==> config.mk <==
export PLATFORM = sky130hd
export DESIGN_NAME = krc_ram
export DESIGN_NICKNAME = d
export VERILOG_FILES = /design/src/hdl/assert_macros.svh /design/src/hdl/krc_ram.sv
export SDC_FILE = /design/constraint.sdc
export NUM_CORES = 2
export LEC_CHECK = 0
export BUFFER_PORTS_ARGS = -buffer_cell sky130_fd_sc_hd__buf_2
export CAP_MARGIN = 20
export CORE_MARGIN = 2
export CORE_UTILIZATION = 40
export DETAILED_ROUTE_END_ITERATION = 8
export GPL_TIMING_DRIVEN = 0
export REMOVE_ABC_BUFFERS = 1
export SLEW_MARGIN = 40
export SYNTH_ARGS = -nofsm -noshare
export SYNTH_HDL_FRONTEND = slang
export SYNTH_SLANG_ARGS = --single-unit
export TNS_END_PERCENT = 20
==> constraint.sdc <==
create_clock -name clk -period 9.3 [get_ports clk]
set_input_delay 1.86 -clock clk [delete_from_list [all_inputs] [get_ports clk]]
set_output_delay 1.86 -clock clk [all_outputs]
set_load 0.1 [all_outputs]
==> src/hdl/assert_macros.svh <==
// assertion macros used by the keyed row cache top level
`ifndef ASSERT_MACROS_SVH
`define ASSERT_MACROS_SVH

// property that must hold at every clock edge outside reset
`define KRC_ASSERT(lbl, prop, msg) \
	lbl: assert property (@(posedge clk) disable iff (!arst_n) (prop)) \
		else $error(msg);

// consequent must hold in the cycle after the antecedent
`define KRC_ASSERT_NEXT(lbl, ante, cons, msg) \
	lbl: assert property (@(posedge clk) disable iff (!arst_n) (ante) |=> (cons)) \
		else $error(msg);

`endif

==> src/hdl/krc_ram.sv <==
// generic single write, single read ram with registered read data
`default_nettype none

module krc_ram #(
	parameter int DEPTH = 64,
	parameter int WIDTH = 64
) (
	input  wire logic                     clk,
	input  wire logic                     we,
	input  wire logic [$clog2(DEPTH)-1:0] waddr,
	input  wire logic [WIDTH-1:0]         wdata,
	input  wire logic                     re,
	input  wire logic [$clog2(DEPTH)-1:0] raddr,
	output      logic [WIDTH-1:0]         rdata
);

	logic [WIDTH-1:0] mem [DEPTH];

	always_ff @(posedge clk) begin
		if (we) begin
			mem[waddr] <= wdata;
		end
		if (re) begin
			rdata <= mem[raddr];
		end
	end

endmodule

`default_nettype wire

### Yosys cells after proc, flatten, opt, wreduce, memory -nomap -nowiden

Memory sizes are Yosys's and may differ from the RTL's. A register that Yosys moved wholly into a read port is not among the register bits.
Index checks and enable logic that the tools add are counted.
W data, S select, Z words.

| operators by class | value |
|---|---|
| add/sub/neg operators | 0 |
| $mul | 0 |
| div/mod/pow operators | 0 |
| magnitude comparators | 0 |
| eq/ne operators | 0 |
| shift-type cells | 0 |
| muxes and demuxes | 2 |
| bitwise operators | 0 |
| reductions and logical operators | 0 |

Operator list:

| operator | count |
|---|---|
| $mux W1 | 2 |

| word-level totals | value |
|---|---|
| register bits after elaboration | 0 |
| latch bits | 0 |
| RAM bits | 4096 |
| bits in read-only memories | 0 |
| memories kept | 1 |

Memory list:

| name | words | width | rd ports | clocked after Yosys merged registers in | write ports | line | source |
|---|---|---|---|---|---|---|---|
| mem | 64 | 64 | 1 | 1 | 1 | krc_ram.sv:17 | `logic [WIDTH-1:0] mem [DEPTH];` |

### Longest topological paths before layout

| depth | value |
|---|---|
| depth after elaboration | 2 |
| depth in mapped cells | 9 |

### Worst setup path after synthesis

No wires, ideal clock.

| path | value |
|---|---|
| kind | input port to flip-flop |
| from | input port waddr[3] |
| to | memory mem[48][0] (enable) |
| library setup time | 0.564 ns |
| data arrival time | 6.732 ns |
| data required time | 8.736 ns |
| slack | 2.004 ns |
| stages on the path | 4 |
| cell sequence | clkbuf_1 > nor2b_1 > nand4b_1 > nor3_1 |

RTL lines:

| item | line | source |
|---|---|---|
| start, declared | krc_ram.sv:10 | `input wire logic [$clog2(DEPTH)-1:0] waddr,` |
| end, declared | krc_ram.sv:17 |  |

Straight into the memory's write port.

==> results.toml <==
[routing]
first_pass_iters = 5
num_vias = 75550
drt_iter0_drc = 9539
post-route-drc-count = 0
wl_per_cell_um = 32.30
ant_nets = 0
viasPerCell = 5.834
drt_wl_total_mm = 418.2

[grt]
grt_remaining_overflow = 0
antenna_found_initial = 20
grt_pass1_wl_mm = 586.7
grt_pass1_vias = 76460
grt_max_degree = 85
grt_usage_pct = 20.75

[synth]
synth_compound_area_share_pct = 2.467
synth-simple-area-share_pct = 1.235
synth_xor_xnor_area_share_pct = 0
synth.distinct_cells = 32
synth_warnings = 0
synth_area_um2 = 157000
synth_mux_area_share_pct = 15.55
syn_inst = 6598
synth.ff_latch_count = 4160
seq_area_frac_synth_pct = 79.57
synthAdderAreaFrac_pct = 0
synth_top_family_by_area = "multiplexers"
syn_area_per_cell_um2 = 23.79

[clock_network]
cts.sinks = 4160
htree_levels = 5
clockBufferDepth = 4
clkSlewWorstSetupHoldPaths_ps = 60
postCtsSetupBuffers = 0
cts.repair.resized = 0
ctsHoldBuffers = 0
cts_tree = "built"
clk_latency_ps = 990
cts_buffers = 420
cts_root_buffer = "clkbuf_16"

[place]
gp_congestion = 0.7001
dpl.hpwl_mm = 282.0
pre_cts_ws_ps = 2395
io_buffers = 142

[cells_and_area]
final_common_cell = "edfxtp_1"
layout-drive-gt1-share_pct = 31.69
final_nets = 7446
layout_common_cells = "4160 x edfxtp_1, 1024 x mux4_2, 434 x clkbuf_16"
syn_to_final_growth_pct = 20.18

[pwr]
p_per_area_nw_per_um2 = 210.3
power_leakage_nw = 59.29
worst_ir_drop_vdd_uv = 150.6
power.total_w = 0.03967

[timing]
worstMarginPinSlew_ps = 895.9
setup_viol_count_final = 0
slew-limit-headroom_pct = 40.10
tns_ps = 0
fmax_mhz = 179.3
finalHoldViolations = 0
finalWorstSetupSlack_ps = 3723
maxSlewViolCount = 0
fin_worst_skew_ps = 48.41
rsz0062_at_grt = "no"
fin_crit_sh_pct = 59.97
fin_crit_ps = 5577

[critical_path]
worst-setup-path-type = "in2reg"
reg2reg_from = "mem[11][32]"
crit_required_ps = 9990
timing.critical_path.to_type = "flip-flop"
crit_path_max_fanout = 62
start_kind = "input pin"
cp.arrival_ps = 6270
cp-startpoint = "raddr[0]"

[flow_run]
maxCapViolations = 0

[floorplanning]
ios = 143
initial_core_util_pct = 40.08
core_um2 = 391700
fp.dieW_um = 630.5
std_cell_rows = 230
dieArea_um2 = 397500
die_height_um = 630.5

[hold_path]
hold_path_class = "reg2reg"
worstHoldStart = "mem[55][16]"

[outcome]
run_status = "completed"
[state kept, by name, summed over array words and instances, names as in the netlist]
| name | flops |
|---|---|
| mem | 4096 |
| rdata | 64 |
[synth_stat cells (all sizes together)]
cell / number / area [um2]
edfxtp: 4160 / 124900
mux4: 1024 / 23060
buf: 230 / 1249
a22oi: 168 / 1261
clkbuf: 140 / 525.5
mux2i: 135 / 1351
nor2: 112 / 420.4
a22o: 88 / 770.7
o22ai: 83 / 519.3
and3: 64 / 400.4
a211oi: 63 / 473.0
nand2: 58 / 217.7
nand3: 45 / 225.2
o221ai: 38 / 332.8
or3: 29 / 181.4
nor2b: 28 / 175.2
or2: 28 / 175.2
a41oi: 26 / 227.7
a2bb2oi: 19 / 166.4
inv: 19 / 71.32
a31oi: 18 / 112.6
nand2b: 11 / 68.82
and2: 3 / 18.77
nand3b: 2 / 15.01
nand4: 2 / 12.51
nor3: 2 / 10.01
a31o: 1 / 8.760
nand4b: 1 / 8.760
or3b: 1 / 8.760
[critical path, cell delays in order]
cell,delay [ps]
buf_12,80
buf_16,350
buf_16,450
buf_16,360
buf_16,350
buf_16,380
buf_16,410
buf_16,360
mux4_2,560
mux2i_1,170
o22ai_1,140
a41oi_1,360
a211oi_1,160
[layer usage]
layer	vias up	track usage (%)	share of wire, %
li1	30210	-	-
met1	41100	27.55	38
met2	3467	35.06	50
met3	762	3.645	8.0
met4	12	6.301	3.2
met5	-	0	0.021
[power breakdown]
| part | leakage (nW) | internal (W) | total [W] | switching, W |
|---|---|---|---|---|
| combinational | 15.2 | 0.000747 | 0.00203 | 0.00128 |
| clock | 6.64 | 0.00971 | 0.0168 | 0.00710 |
| sequential | 37.5 | 0.0208 | 0.0208 | 0.0000386 |
[cell families after synthesis]
group           after synthesis
mux                        1159
simple gates                386
compound gates              504
buf+inv                     389
flops                      4160
[final cells by class]
| type | count | area, um2 |
|---|---|---|
| clock buffers | 519 | 11180 |
| clock inverters | 255 | 2447 |
| multi-input cells | 2049 | 30850 |
| flip-flops and latches | 4160 | 124900 |
| inverters | 19 | 71.32 |
| well taps | 5220 | 6531 |
| repair buffers | 717 | 12650 |
| diodes | 9 | 22.52 |
| fillers | 30720 | 203000 |
[stage by stage]
| step | hold slack, ps | instance area, um2 | std cells | utilization, % |
|---|---|---|---|---|
| after detailed placement | 985.8 | 174800 | 12160 | 44.64 |
| after floorplan | 864.8 | 155200 | 6228 | - |
| after global placement | 949.8 | 162500 | 11590 | 41.48 |
| after CTS | 993.6 | 188500 | 12940 | 48.12 |
| final | 1003 | 188700 | 12950 | 48.17 |
| after global routing | 1012 | 188700 | 12940 | 48.17 |
[path summary, 6_finish.rpt]
kind	endpoint	slack [ps]	depth (start not counted)
max	rdata[13]	3720	13
min	rdata[16]	1000	4
max reg2reg	rdata[32]	7020	5
min reg2reg	rdata[16]	1000	4
Power figures use the tool's default switching activity.
