File: src/hdl/assert_macros.svh
// assertion macros used by the keyed row cache top level
`ifndef ASSERT_MACROS_SVH
`define ASSERT_MACROS_SVH

// property that must hold at every clock edge outside reset
`define KRC_ASSERT(lbl, prop, msg) \
	lbl: assert property (@(posedge clk) disable iff (!arst_n) (prop)) \
		else $error(msg);

// consequent must hold in the cycle after the antecedent
`define KRC_ASSERT_NEXT(lbl, ante, cons, msg) \
	lbl: assert property (@(posedge clk) disable iff (!arst_n) (ante) |=> (cons)) \
		else $error(msg);

`endif

File: src/hdl/krc_pkg.sv
// package with sizes, opcodes and shared types of the keyed row cache
`default_nettype none

package krc_pkg;

	localparam int ENTRIES  = 8;
	localparam int MAX_ROWS = 8;
	localparam int ROW_BITS = 64;
	localparam int KEY_BITS = 64;

	localparam int STAMP_W = 32;
	localparam int ENT_W   = $clog2(ENTRIES);
	localparam int RIDX_W  = (MAX_ROWS > 1) ? $clog2(MAX_ROWS) : 1;
	localparam int CNT_W   = $clog2(MAX_ROWS + 1);
	localparam int USED_W  = $clog2(ENTRIES + 1);
	localparam int ADDR_W  = $clog2(ENTRIES * MAX_ROWS);

	typedef enum logic [1:0] {
		OP_STAGE = 2'd0,
		OP_PUT   = 2'd1,
		OP_GET   = 2'd2,
		OP_NOP   = 2'd3
	} op_t;

	// result of one compare step against a single entry
	typedef struct packed {
		logic match;
		logic empty;
		logic older;
	} cmp_t;

	function automatic logic [ADDR_W-1:0] row_addr(input logic [ENT_W-1:0] slot,
		input logic [RIDX_W-1:0] row);
		return ADDR_W'(ADDR_W'(slot) * ADDR_W'(MAX_ROWS) + ADDR_W'(row));
	endfunction

endpackage

`default_nettype wire

File: src/hdl/krc_cmp.sv
// shared compare unit: key match, free slot and stamp age against one entry
`default_nettype none

module krc_cmp import krc_pkg::*; (
	input  wire logic [KEY_BITS-1:0] key,
	input  wire logic                ent_vld,
	input  wire logic [KEY_BITS-1:0] ent_key,
	input  wire logic [STAMP_W-1:0]  ent_stamp,
	input  wire logic [STAMP_W-1:0]  best_stamp,
	output      cmp_t                res
);

	always_comb begin
		res.match = ent_vld && (ent_key == key);
		res.empty = !ent_vld;
		res.older = ent_stamp < best_stamp;
	end

endmodule

`default_nettype wire

File: config.mk
export PLATFORM = sky130hd
export DESIGN_NAME = krc_cmp
export DESIGN_NICKNAME = d
export VERILOG_FILES = /design/src/hdl/assert_macros.svh /design/src/hdl/krc_pkg.sv /design/src/hdl/krc_cmp.sv
export SDC_FILE = /design/constraint.sdc
export NUM_CORES = 1
export LEC_CHECK = 0
export ABC_AREA = 1
export ABC_CLOCK_PERIOD_IN_PS = 2100
export BUFFER_PORTS_ARGS = -buffer_cell sky130_fd_sc_hd__buf_2
export CAP_MARGIN = 20
export CORE_MARGIN = 3
export CORE_UTILIZATION = 37
export DETAILED_ROUTE_END_ITERATION = 6
export PLACE_DENSITY = 0.95
export SLEW_MARGIN = 30
export SYNTH_ARGS = -nofsm -noshare
export SYNTH_HDL_FRONTEND = slang
export SYNTH_SLANG_ARGS = --single-unit
File: constraint.sdc
create_clock -name vclk -period 2.1
set_input_delay 0.525 -clock vclk [all_inputs]
set_output_delay 0.525 -clock vclk [all_outputs]
set_load 0.02 [all_outputs]
---- Yosys cells after proc, flatten, opt, wreduce, memory -nomap -nowiden ----
Cells that the tools add are included.
word-level totals
  flip-flop bits (word level) ............. 0
  input bits .............................. 193
  output and inout port bits .............. 3
cells by class
  $lt $le $gt $ge ......................... 1
  equality and inequality tests ........... 1
  reduce and logical (&&, ||, !) cells .... 2
operators with widths
  operator           count
  $eq 64x64->1       1
  $lt 32x32->1       1
  $logic_and 1x1->1  1
  $logic_not 1->1    1

---- Depth between registers and ports, before layout ----
Gate-level depths: netlist of the first run.
  depth after elaboration ................. 2
  gate-level depth with buffers ........... 11

---- Worst setup path after synthesis of the first run ----
Ideal clock, no wire load.
  path type ............................... input to output
  start ................................... in best_stamp[5]
  end ..................................... out res[0] (netlist name)
  arrival time ............................ 1.599 ns
  data required time ...................... 1.575 ns
  setup slack ............................. -0.024 ns
  stages on the path ...................... 9
  path buffers ............................ 0
  cell sequence ........................... inv_1 > ha_1 > a21oi_1 > nor2_1 > nor3_1 > nand2_1 > nand2_1 > nand2_1 > a21oi_1
RTL lines
  item                line           text
  start: declaration  krc_cmp.sv:9   input wire logic [STAMP_W-1:0] best_stamp,
  end: declaration    krc_cmp.sv:10  output cmp_t res

==> results of run 1 <==
==> cell usage in the layout (no fill, tap or decap) <==
| master | count |
|---|---|
| buf_2 | 186 |
| nand2_1 | 89 |
| inv_1 | 81 |
| nor2_1 | 23 |
| ha_1 | 23 |
| o21ai_1 | 22 |
| xnor2_1 | 19 |
| inv_2 | 13 |
| nor2_2 | 11 |
| a21oi_1 | 10 |
| buf_6 | 9 |
| o21ai_0 | 8 |
| nand3_1 | 7 |
| ha_4 | 7 |
| a21oi_2 | 6 |
| nand2_2 | 5 |
| xor2_1 | 4 |
| o22ai_1 | 3 |
| nand3_2 | 3 |
| or2_1 | 3 |
| nand4_1 | 2 |
| clkinv_1 | 2 |
| nor3_2 | 2 |
| buf_4 | 2 |
| o21bai_1 | 1 |
| and2_4 | 1 |
| o21ai_2 | 1 |
| or2_2 | 1 |
| xnor2_2 | 1 |
| inv_4 | 1 |
| nor3_1 | 1 |
| and3_1 | 1 |
| o21a_1 | 1 |
| ha_2 | 1 |
==> timing repair <==
action                                  CTS  global route
buffers inserted                          1             0
endpoints found under the setup margin    1             2
gates resized for setup                   7            47
pin swaps                                 7            35
==> per-layer routing <==
metal	GRT usage	vias up	wire length, um
met3	0.03310	28	533
met1	0.2056	1203	2444
li1	-	1461	-
met4	0.06884	0	311
met2	0.4842	139	4088
met5	0	-	0
==> per-stage QoR <==
stage / TNS, ns / utilization / setup slack (ns)
floorplan: 0 / - / 0.06687
global placement: -0.1250 / 0.6089 / -0.1250
detailed placement: -0.1444 / 0.6089 / -0.1444
CTS: -0.1174 / 0.6188 / -0.1174
global route: -0.2965 / 0.6586 / -0.2214
finish: -0.1142 / 0.6586 / -0.1142
==> cell type report <==
type	instances	share of cell area
tap	67	0.02660
inverter	97	0.1163
timing repair buffer	197	0.3323
multi-input combinational	256	0.5248
==> synth_stat cells, types with 2 or more instances <==
master,instances
xnor2_1,20
nand4_1,2
a21oi_1,15
ha_1,31
nor3_1,3
o21ai_1,22
clkinv_1,2
nor2_1,30
inv_1,90
nand3_1,9
xor2_1,4
o21ai_0,9
inv_2,5
nor2_2,4
nand2_1,94
or2_1,3
o22ai_1,3
==> power by group <==
part	switching [mW]	internal [mW]
logic	0.274	0.304
registers	0	0
clock network	0	0
==> worst max-delay path: cells and delay by family <==
kind	cells	cell delay (ns)
adders and majority gates	1	0.20
AOI/OAI and AO/OA	1	0.14
and+or+nand+nor	6	0.51
buffers and inverters	3	0.32
==> worst paths after layout <==
kind                 startpoint  endpoint  slack, ns
setup / recovery  best_stamp[6]    res[0]      -0.11
hold / removal          ent_vld    res[1]       1.33
==> cell families after synthesis <==
logic type	count (synthesis)
adder cells (fa/ha/maj)	31
XOR/XNOR	24
AND/OR/NAND/NOR	149
AO/OA/AOI/OAI	52
buffers and inverters	97
==> summary.md, run 1 <==
| Metric | Value |
|---|---|
| Unrepaired setup endpoints after global routing | yes |
| Synthesized cell area | 1846 um^2 |
| Area contributors post-synth | ha_1, nand2_1, inv_1, xnor2_1, nor2_1 |
| Final hold violation count | 0 |
| Placed Cells | 616 |
| Post-Synthesis Cells | 353 |
| Die width | about 77 um |
| Grt total ovfl | 0 |
| Yosys Warn Count | 0 |
| WL/cell | between 10 and 15 um |
| PnR worst setup slack | -0.1142 ns |
| Vias in the first global route | 2921 |
| Share of Yosys cell area claimed by the top area cell type | 0.2102 |
| Outcome | finished with violations |
| Port Buffers | about 200 |
| Share of layout cells above drive strength 1 | 0.4545 |
| Final Slew Violations | 0 |
| Hold_ws | 1.332 ns |
| Total power | approximately 0.58 mW |
| GP Congestion | roughly 0.88 |
| CP max FO | 2 |
| Setup Viol. Count Final | 1 |
| Syn_area_per_cell | about 5.2 um^2 |
| Post-route clock period utilization | 1.054 |
| Dpl cell area | 2914 um^2 |
| Design Area, Final | 3152 um^2 |
| Slew @ Worst Pin | 0.2539 ns |
| Netlist cell types | 24 |
| DRT Wirelength | 7.378 mm |
| Initial antenna violation count | 0 |
| Post-DRT Antenna Nets | 0 |
| CP Launch Type | primary input |
| Diodes inserted | 0 |
| Seq cells | 0 |
| HP Class | primary input to output port |
| Clock buf count | 0 |
| Relative slew slack | 0.8290 |
| Simple-gate area share of the yosys netlist | 0.3308 |
| Tmin final | 2.214 ns |
| Largest net degree at the start of global routing | 4 |
| Area of the multi-input gates | 1654 um^2 |
| Ports | slightly below 200 |
| P_leak | 1.971 nW |
| Slowest cell on crit path | ha_4 |
| DP Wirelength | 6.490 mm |
| Die height | 76.63 um |
| Fillers | 431 |
| Drt first-iter violations | 72 |
| Post-Synth Adder-Cell Area | 0.2102 |
| Largest stage delay, worst path | 0.20 ns |
| Via density | 4.588 |
| DRC | 0 |
| Critical path class | primary input to output port |
| Syn nets | 577 |
| Register area share after synthesis | 0 |
| Post-synthesis compound-gate area fraction | 0.1478 |
| CP Cell Sequence | buf_2 -> inv_1 -> ha_4 -> nand2_2 -> nor2_1 -> nor3_2 -> nand2_1 -> nand2_1 -> nand2_1 -> a21oi_2 -> buf_6 |
| Hold depth | 3 |
| Register area | 0 um^2 |
| Core box area | 4786 um^2 |
| Critical path arrival | 1.69 ns |
| Initial core utilization | 0.3856 |
| Hold_buf cts | 0 |
| Maximum clock rate | about 450 MHz |
| Mux share of post-synthesis cell area | 0 |
| Cell mode on critical path | nand2_1 |
| Max Cap Viol | 0 |
| Crit end category | output port |
| CP Data Required Time | ~1.6 ns |
| XOR/XNOR Fraction of Synth Area | 0.1139 |
| Rows | 25 |
| IR Drop Worst-Case VDD | 0.1040 mV |
| Synth-to-Final Area Change | 70.78% |
| Fin cells | 617 |
| First-pass GRT wire length | 11.16 mm |
| Leading area contributor after synthesis | ha_1 |
| Power Density | ~180 nW/um^2 |
| Nets | 776 |
| Vias | 2831 |
| Largest family of logic cells by synthesized area | simple AND/OR/NAND/NOR gates |
| Die footprint | 5871 um^2 |
| Overall global routing resource usage | 0.2236 |
| Failing checks | negative setup slack |
| Drt first pass iters | 5 |
Power figures use the tool's default switching activity.
==> run 2, diff against run 1 <==
--- a/config.mk
+++ b/config.mk
@@ -5,14 +5,16 @@
 export SDC_FILE = /design/constraint.sdc
 export NUM_CORES = 1
 export LEC_CHECK = 0
-export ABC_AREA = 1
+export ABC_AREA = 0
 export ABC_CLOCK_PERIOD_IN_PS = 2100
 export BUFFER_PORTS_ARGS = -buffer_cell sky130_fd_sc_hd__buf_2
 export CAP_MARGIN = 20
+export CELL_PAD_IN_SITES_DETAIL_PLACEMENT = 1
+export CELL_PAD_IN_SITES_GLOBAL_PLACEMENT = 1
 export CORE_MARGIN = 3
-export CORE_UTILIZATION = 37
+export CORE_UTILIZATION = 20
 export DETAILED_ROUTE_END_ITERATION = 6
-export PLACE_DENSITY = 0.95
+export PLACE_DENSITY = 0.93
 export SLEW_MARGIN = 30
 export SYNTH_ARGS = -nofsm -noshare
 export SYNTH_HDL_FRONTEND = slang
==> run 2 against run 1 <==
  * The run still ends with negative setup slack left
  * Total power is 0.66% lower
  * Via count shrank 16%
  * Routed wire length grew 16%
  * Critical path type unchanged
  * Largest cell class unchanged
==> summary.md, run 2 <==
| Metric | Value |
|---|---|
| CP Launch Type | primary input |
| Vias in the first global route | 2760 (-5.5%) |
| Delay-heaviest family, CP | simple AND/OR/NAND/NOR gates |
| WP buf/inv | 4 (+1) |
| Nets | 645 (-17%) |
| Seq cells | 0 (unchanged) |
| Clock buf count | 0 (unchanged) |
| GP Congestion | 0.8053 (-8.0%) |
| P_leak | 1.701 nW (-14%) |
| Failing checks | negative setup slack |
| Tmin final | 2.570 ns (+0.3557 ns) |
| Final hold violation count | 0 (unchanged) |
| First-pass GRT wire length | 12.33 mm (+11%) |
| Die footprint | 8790 um^2 (+50%) |
| Critical path arrival | 2.04 ns (+0.35 ns) |
| DRC | 0 (unchanged) |
| Area contributors post-synth | ha_1, xor2_1, xnor2_1, inv_1, nand4_1 |
| Register area | 0 um^2 (unchanged) |
| Die width | 93.76 um (+22%) |
| Post-DRT Antenna Nets | 0 (unchanged) |
| DP Wirelength | 7.627 mm (+18%) |
| DR top layer | met4 |
| CP Cell Sequence | buf_2 -> inv_2 -> ha_4 -> nand4_1 -> nor3_2 -> buf_4 -> o2bb2ai_1 -> or4_4 -> a21oi_4 -> buf_6 |
| Post-synth top cells | inv_1, ha_1, xor2_1 |
| Netlist cell types | 29 (+21%) |
| Synthesized cell area | 1540 um^2 (-17%) |
| PnR worst setup slack | -0.4699 ns (-0.3557 ns) |
| Met1 Wirelength | 2.507 mm (+2.6%) |
| Largest stage delay, worst path | 0.44 ns (+0.24 ns) |
| Syn_area_per_cell | 7.265 um^2 (+39%) |
| Slowest cell on crit path | or4_4 |
| Postcts setup bufs | 0 (-1) |
| CP Data Required Time | 1.57 ns (about the same) |
| Fin Setup TNS | -0.8147 ns (-0.7005 ns) |
| DRT Wirelength | 8.580 mm (+16%) |
| HP Class | primary input to output port |
| Share of layout cells above drive strength 1 | 0.5800 (+0.1254) |
| Synth-to-Final Area Change | 96.83% |
| Maximum clock rate | 389.1 MHz (-14%) |
| Rows | 31 (+24%) |
| Post-Synthesis Cells | 212 (-40%) |
| Initial core utilization | 0.2090 (-0.1766) |
| Yosys Warn Count | 0 (unchanged) |
| Most instantiated library cell after synthesis | inv_1 |
| Most common cell after layout, fill and taps aside | buf_2 |
| Share of Yosys cell area claimed by the top area cell type | 0.2518 (+0.04166) |
| Die height | 93.76 um (+22%) |
| Drt first-iter violations | 13 (-82%) |
| Crit end category | output port |
| Port Buffers | 196 (unchanged) |
| Via density | 4.588 (about the same) |
| IR Drop Worst-Case VDD | 0.07383 mV (-29%) |
| WL/cell | 16.53 um (+38%) |
| Drt first pass iters | 4 (-1) |
| Grt total ovfl | 0 (unchanged) |
| Critical path class | primary input to output port |
| Most frequent cells in the layout | buf_2, inv_1, xor2_1 |
| Core box area | 7370 um^2 (+54%) |
| Ports | 196 (unchanged) |
| Power Density | 189.2 nW/um^2 (+3.3%) |
| Vias | 2381 (-16%) |
| Unrepaired setup endpoints after global routing | yes |
| Overall global routing resource usage | 0.1767 (-0.04689) |
| Post-route clock period utilization | 1.224 (+0.1694) |
| Syn nets | 436 (-24%) |
| Relative slew slack | 0.6799 (-0.1490) |
| CP max FO | 2 (unchanged) |
| Initial antenna violation count | 1 (+1) |
| DP Worst Slack | -0.6137 ns (-0.4693 ns) |
| Setup Viol. Count Final | 2 (+1) |
| Slew @ Worst Pin | 0.4801 ns (+0.2262 ns) |
| Hold_buf cts | 0 (unchanged) |
| Final Slew Violations | 0 (unchanged) |
| Met3 WL | 919 um (+72%) |
| Register area share after synthesis | 0 (unchanged) |
| Largest net degree at the start of global routing | 4 (unchanged) |
| Leading area contributor after synthesis | ha_1 |
| Routed wl met2 | 4.795 mm (+17%) |
| Outcome | finished with violations |
| Max Cap Viol | 0 (unchanged) |
-- run 2: cell type report --
class	instances	area, um^2
Antenna cell	1	2.502
Tap cell	99	123.9
Fill cell	970	4338
Timing Repair Buffer	207	1129
Inverter	47	176.4
Multi-Input combinational cell	165	1600
-- run 2: per-layer routing --
layer | GRT usage | vias to the layer above
met3 | 0.04968 | 26
li1 | - | 1156
met2 | 0.3820 | 146
met1 | 0.1429 | 1053
met5 | 0 | -
met4 | 0.06739 | 0
-- run 2: repair_timing --
action,in CTS,in global routing
pin swaps,14,11
gates resized for setup,21,16
endpoints found under the hold margin,0,0
setup endpoints to repair,2,2
-- run 2: logic make-up (layout without fill, tap and decap cells) --
| family | after synthesis | after routing | share of synthesized area |
|---|---|---|---|
| other cells | 0 | 1 | 0 |
| compound gates | 38 | 38 | 0.1779 |
| simple gates | 47 | 47 | 0.1771 |
| buf+inv | 47 | 254 | 0.1145 |
| xor+xnor | 49 | 49 | 0.2786 |
| fa+ha+maj | 31 | 31 | 0.2518 |
-- run 2: metrics by stage --
| step | total power, mW | cells | hold slack [ns] | cell area (um^2) | util |
|---|---|---|---|---|---|
| after global routing | 0.6302 | 519 | 1.329 | 3032 | 0.4114 |
| final | 0.5736 | 519 | 1.314 | 3032 | 0.4114 |
| after CTS | 0.5433 | 518 | 1.312 | 2928 | 0.3973 |
| after global placement | 0.4799 | 518 | 1.308 | 2806 | 0.3808 |
| after floorplan | 0.2279 | 212 | 1.127 | 1619 | - |
| after detailed placement | 0.5134 | 518 | 1.311 | 2806 | 0.3808 |
-- run 2: final timing paths --
| path | from | endpoint | depth (start not counted) |
|---|---|---|---|
| setup / recovery | best_stamp[13] | res[0] | 10 |
| hold / removal | ent_vld | res[1] | 3 |
-- run 2: report_power, final --
| group | internal, mW | switching [mW] | total, mW | leakage [nW] |
|---|---|---|---|---|
| logic | 0.321 | 0.252 | 0.574 | 1.70 |
| clock network | 0.0000000637 | 0 | 0.0000000637 | 0.00000634 |
| registers | 0 | 0 | 0 | 0 |
| total | 0.321 | 0.252 | 0.574 | 1.70 |
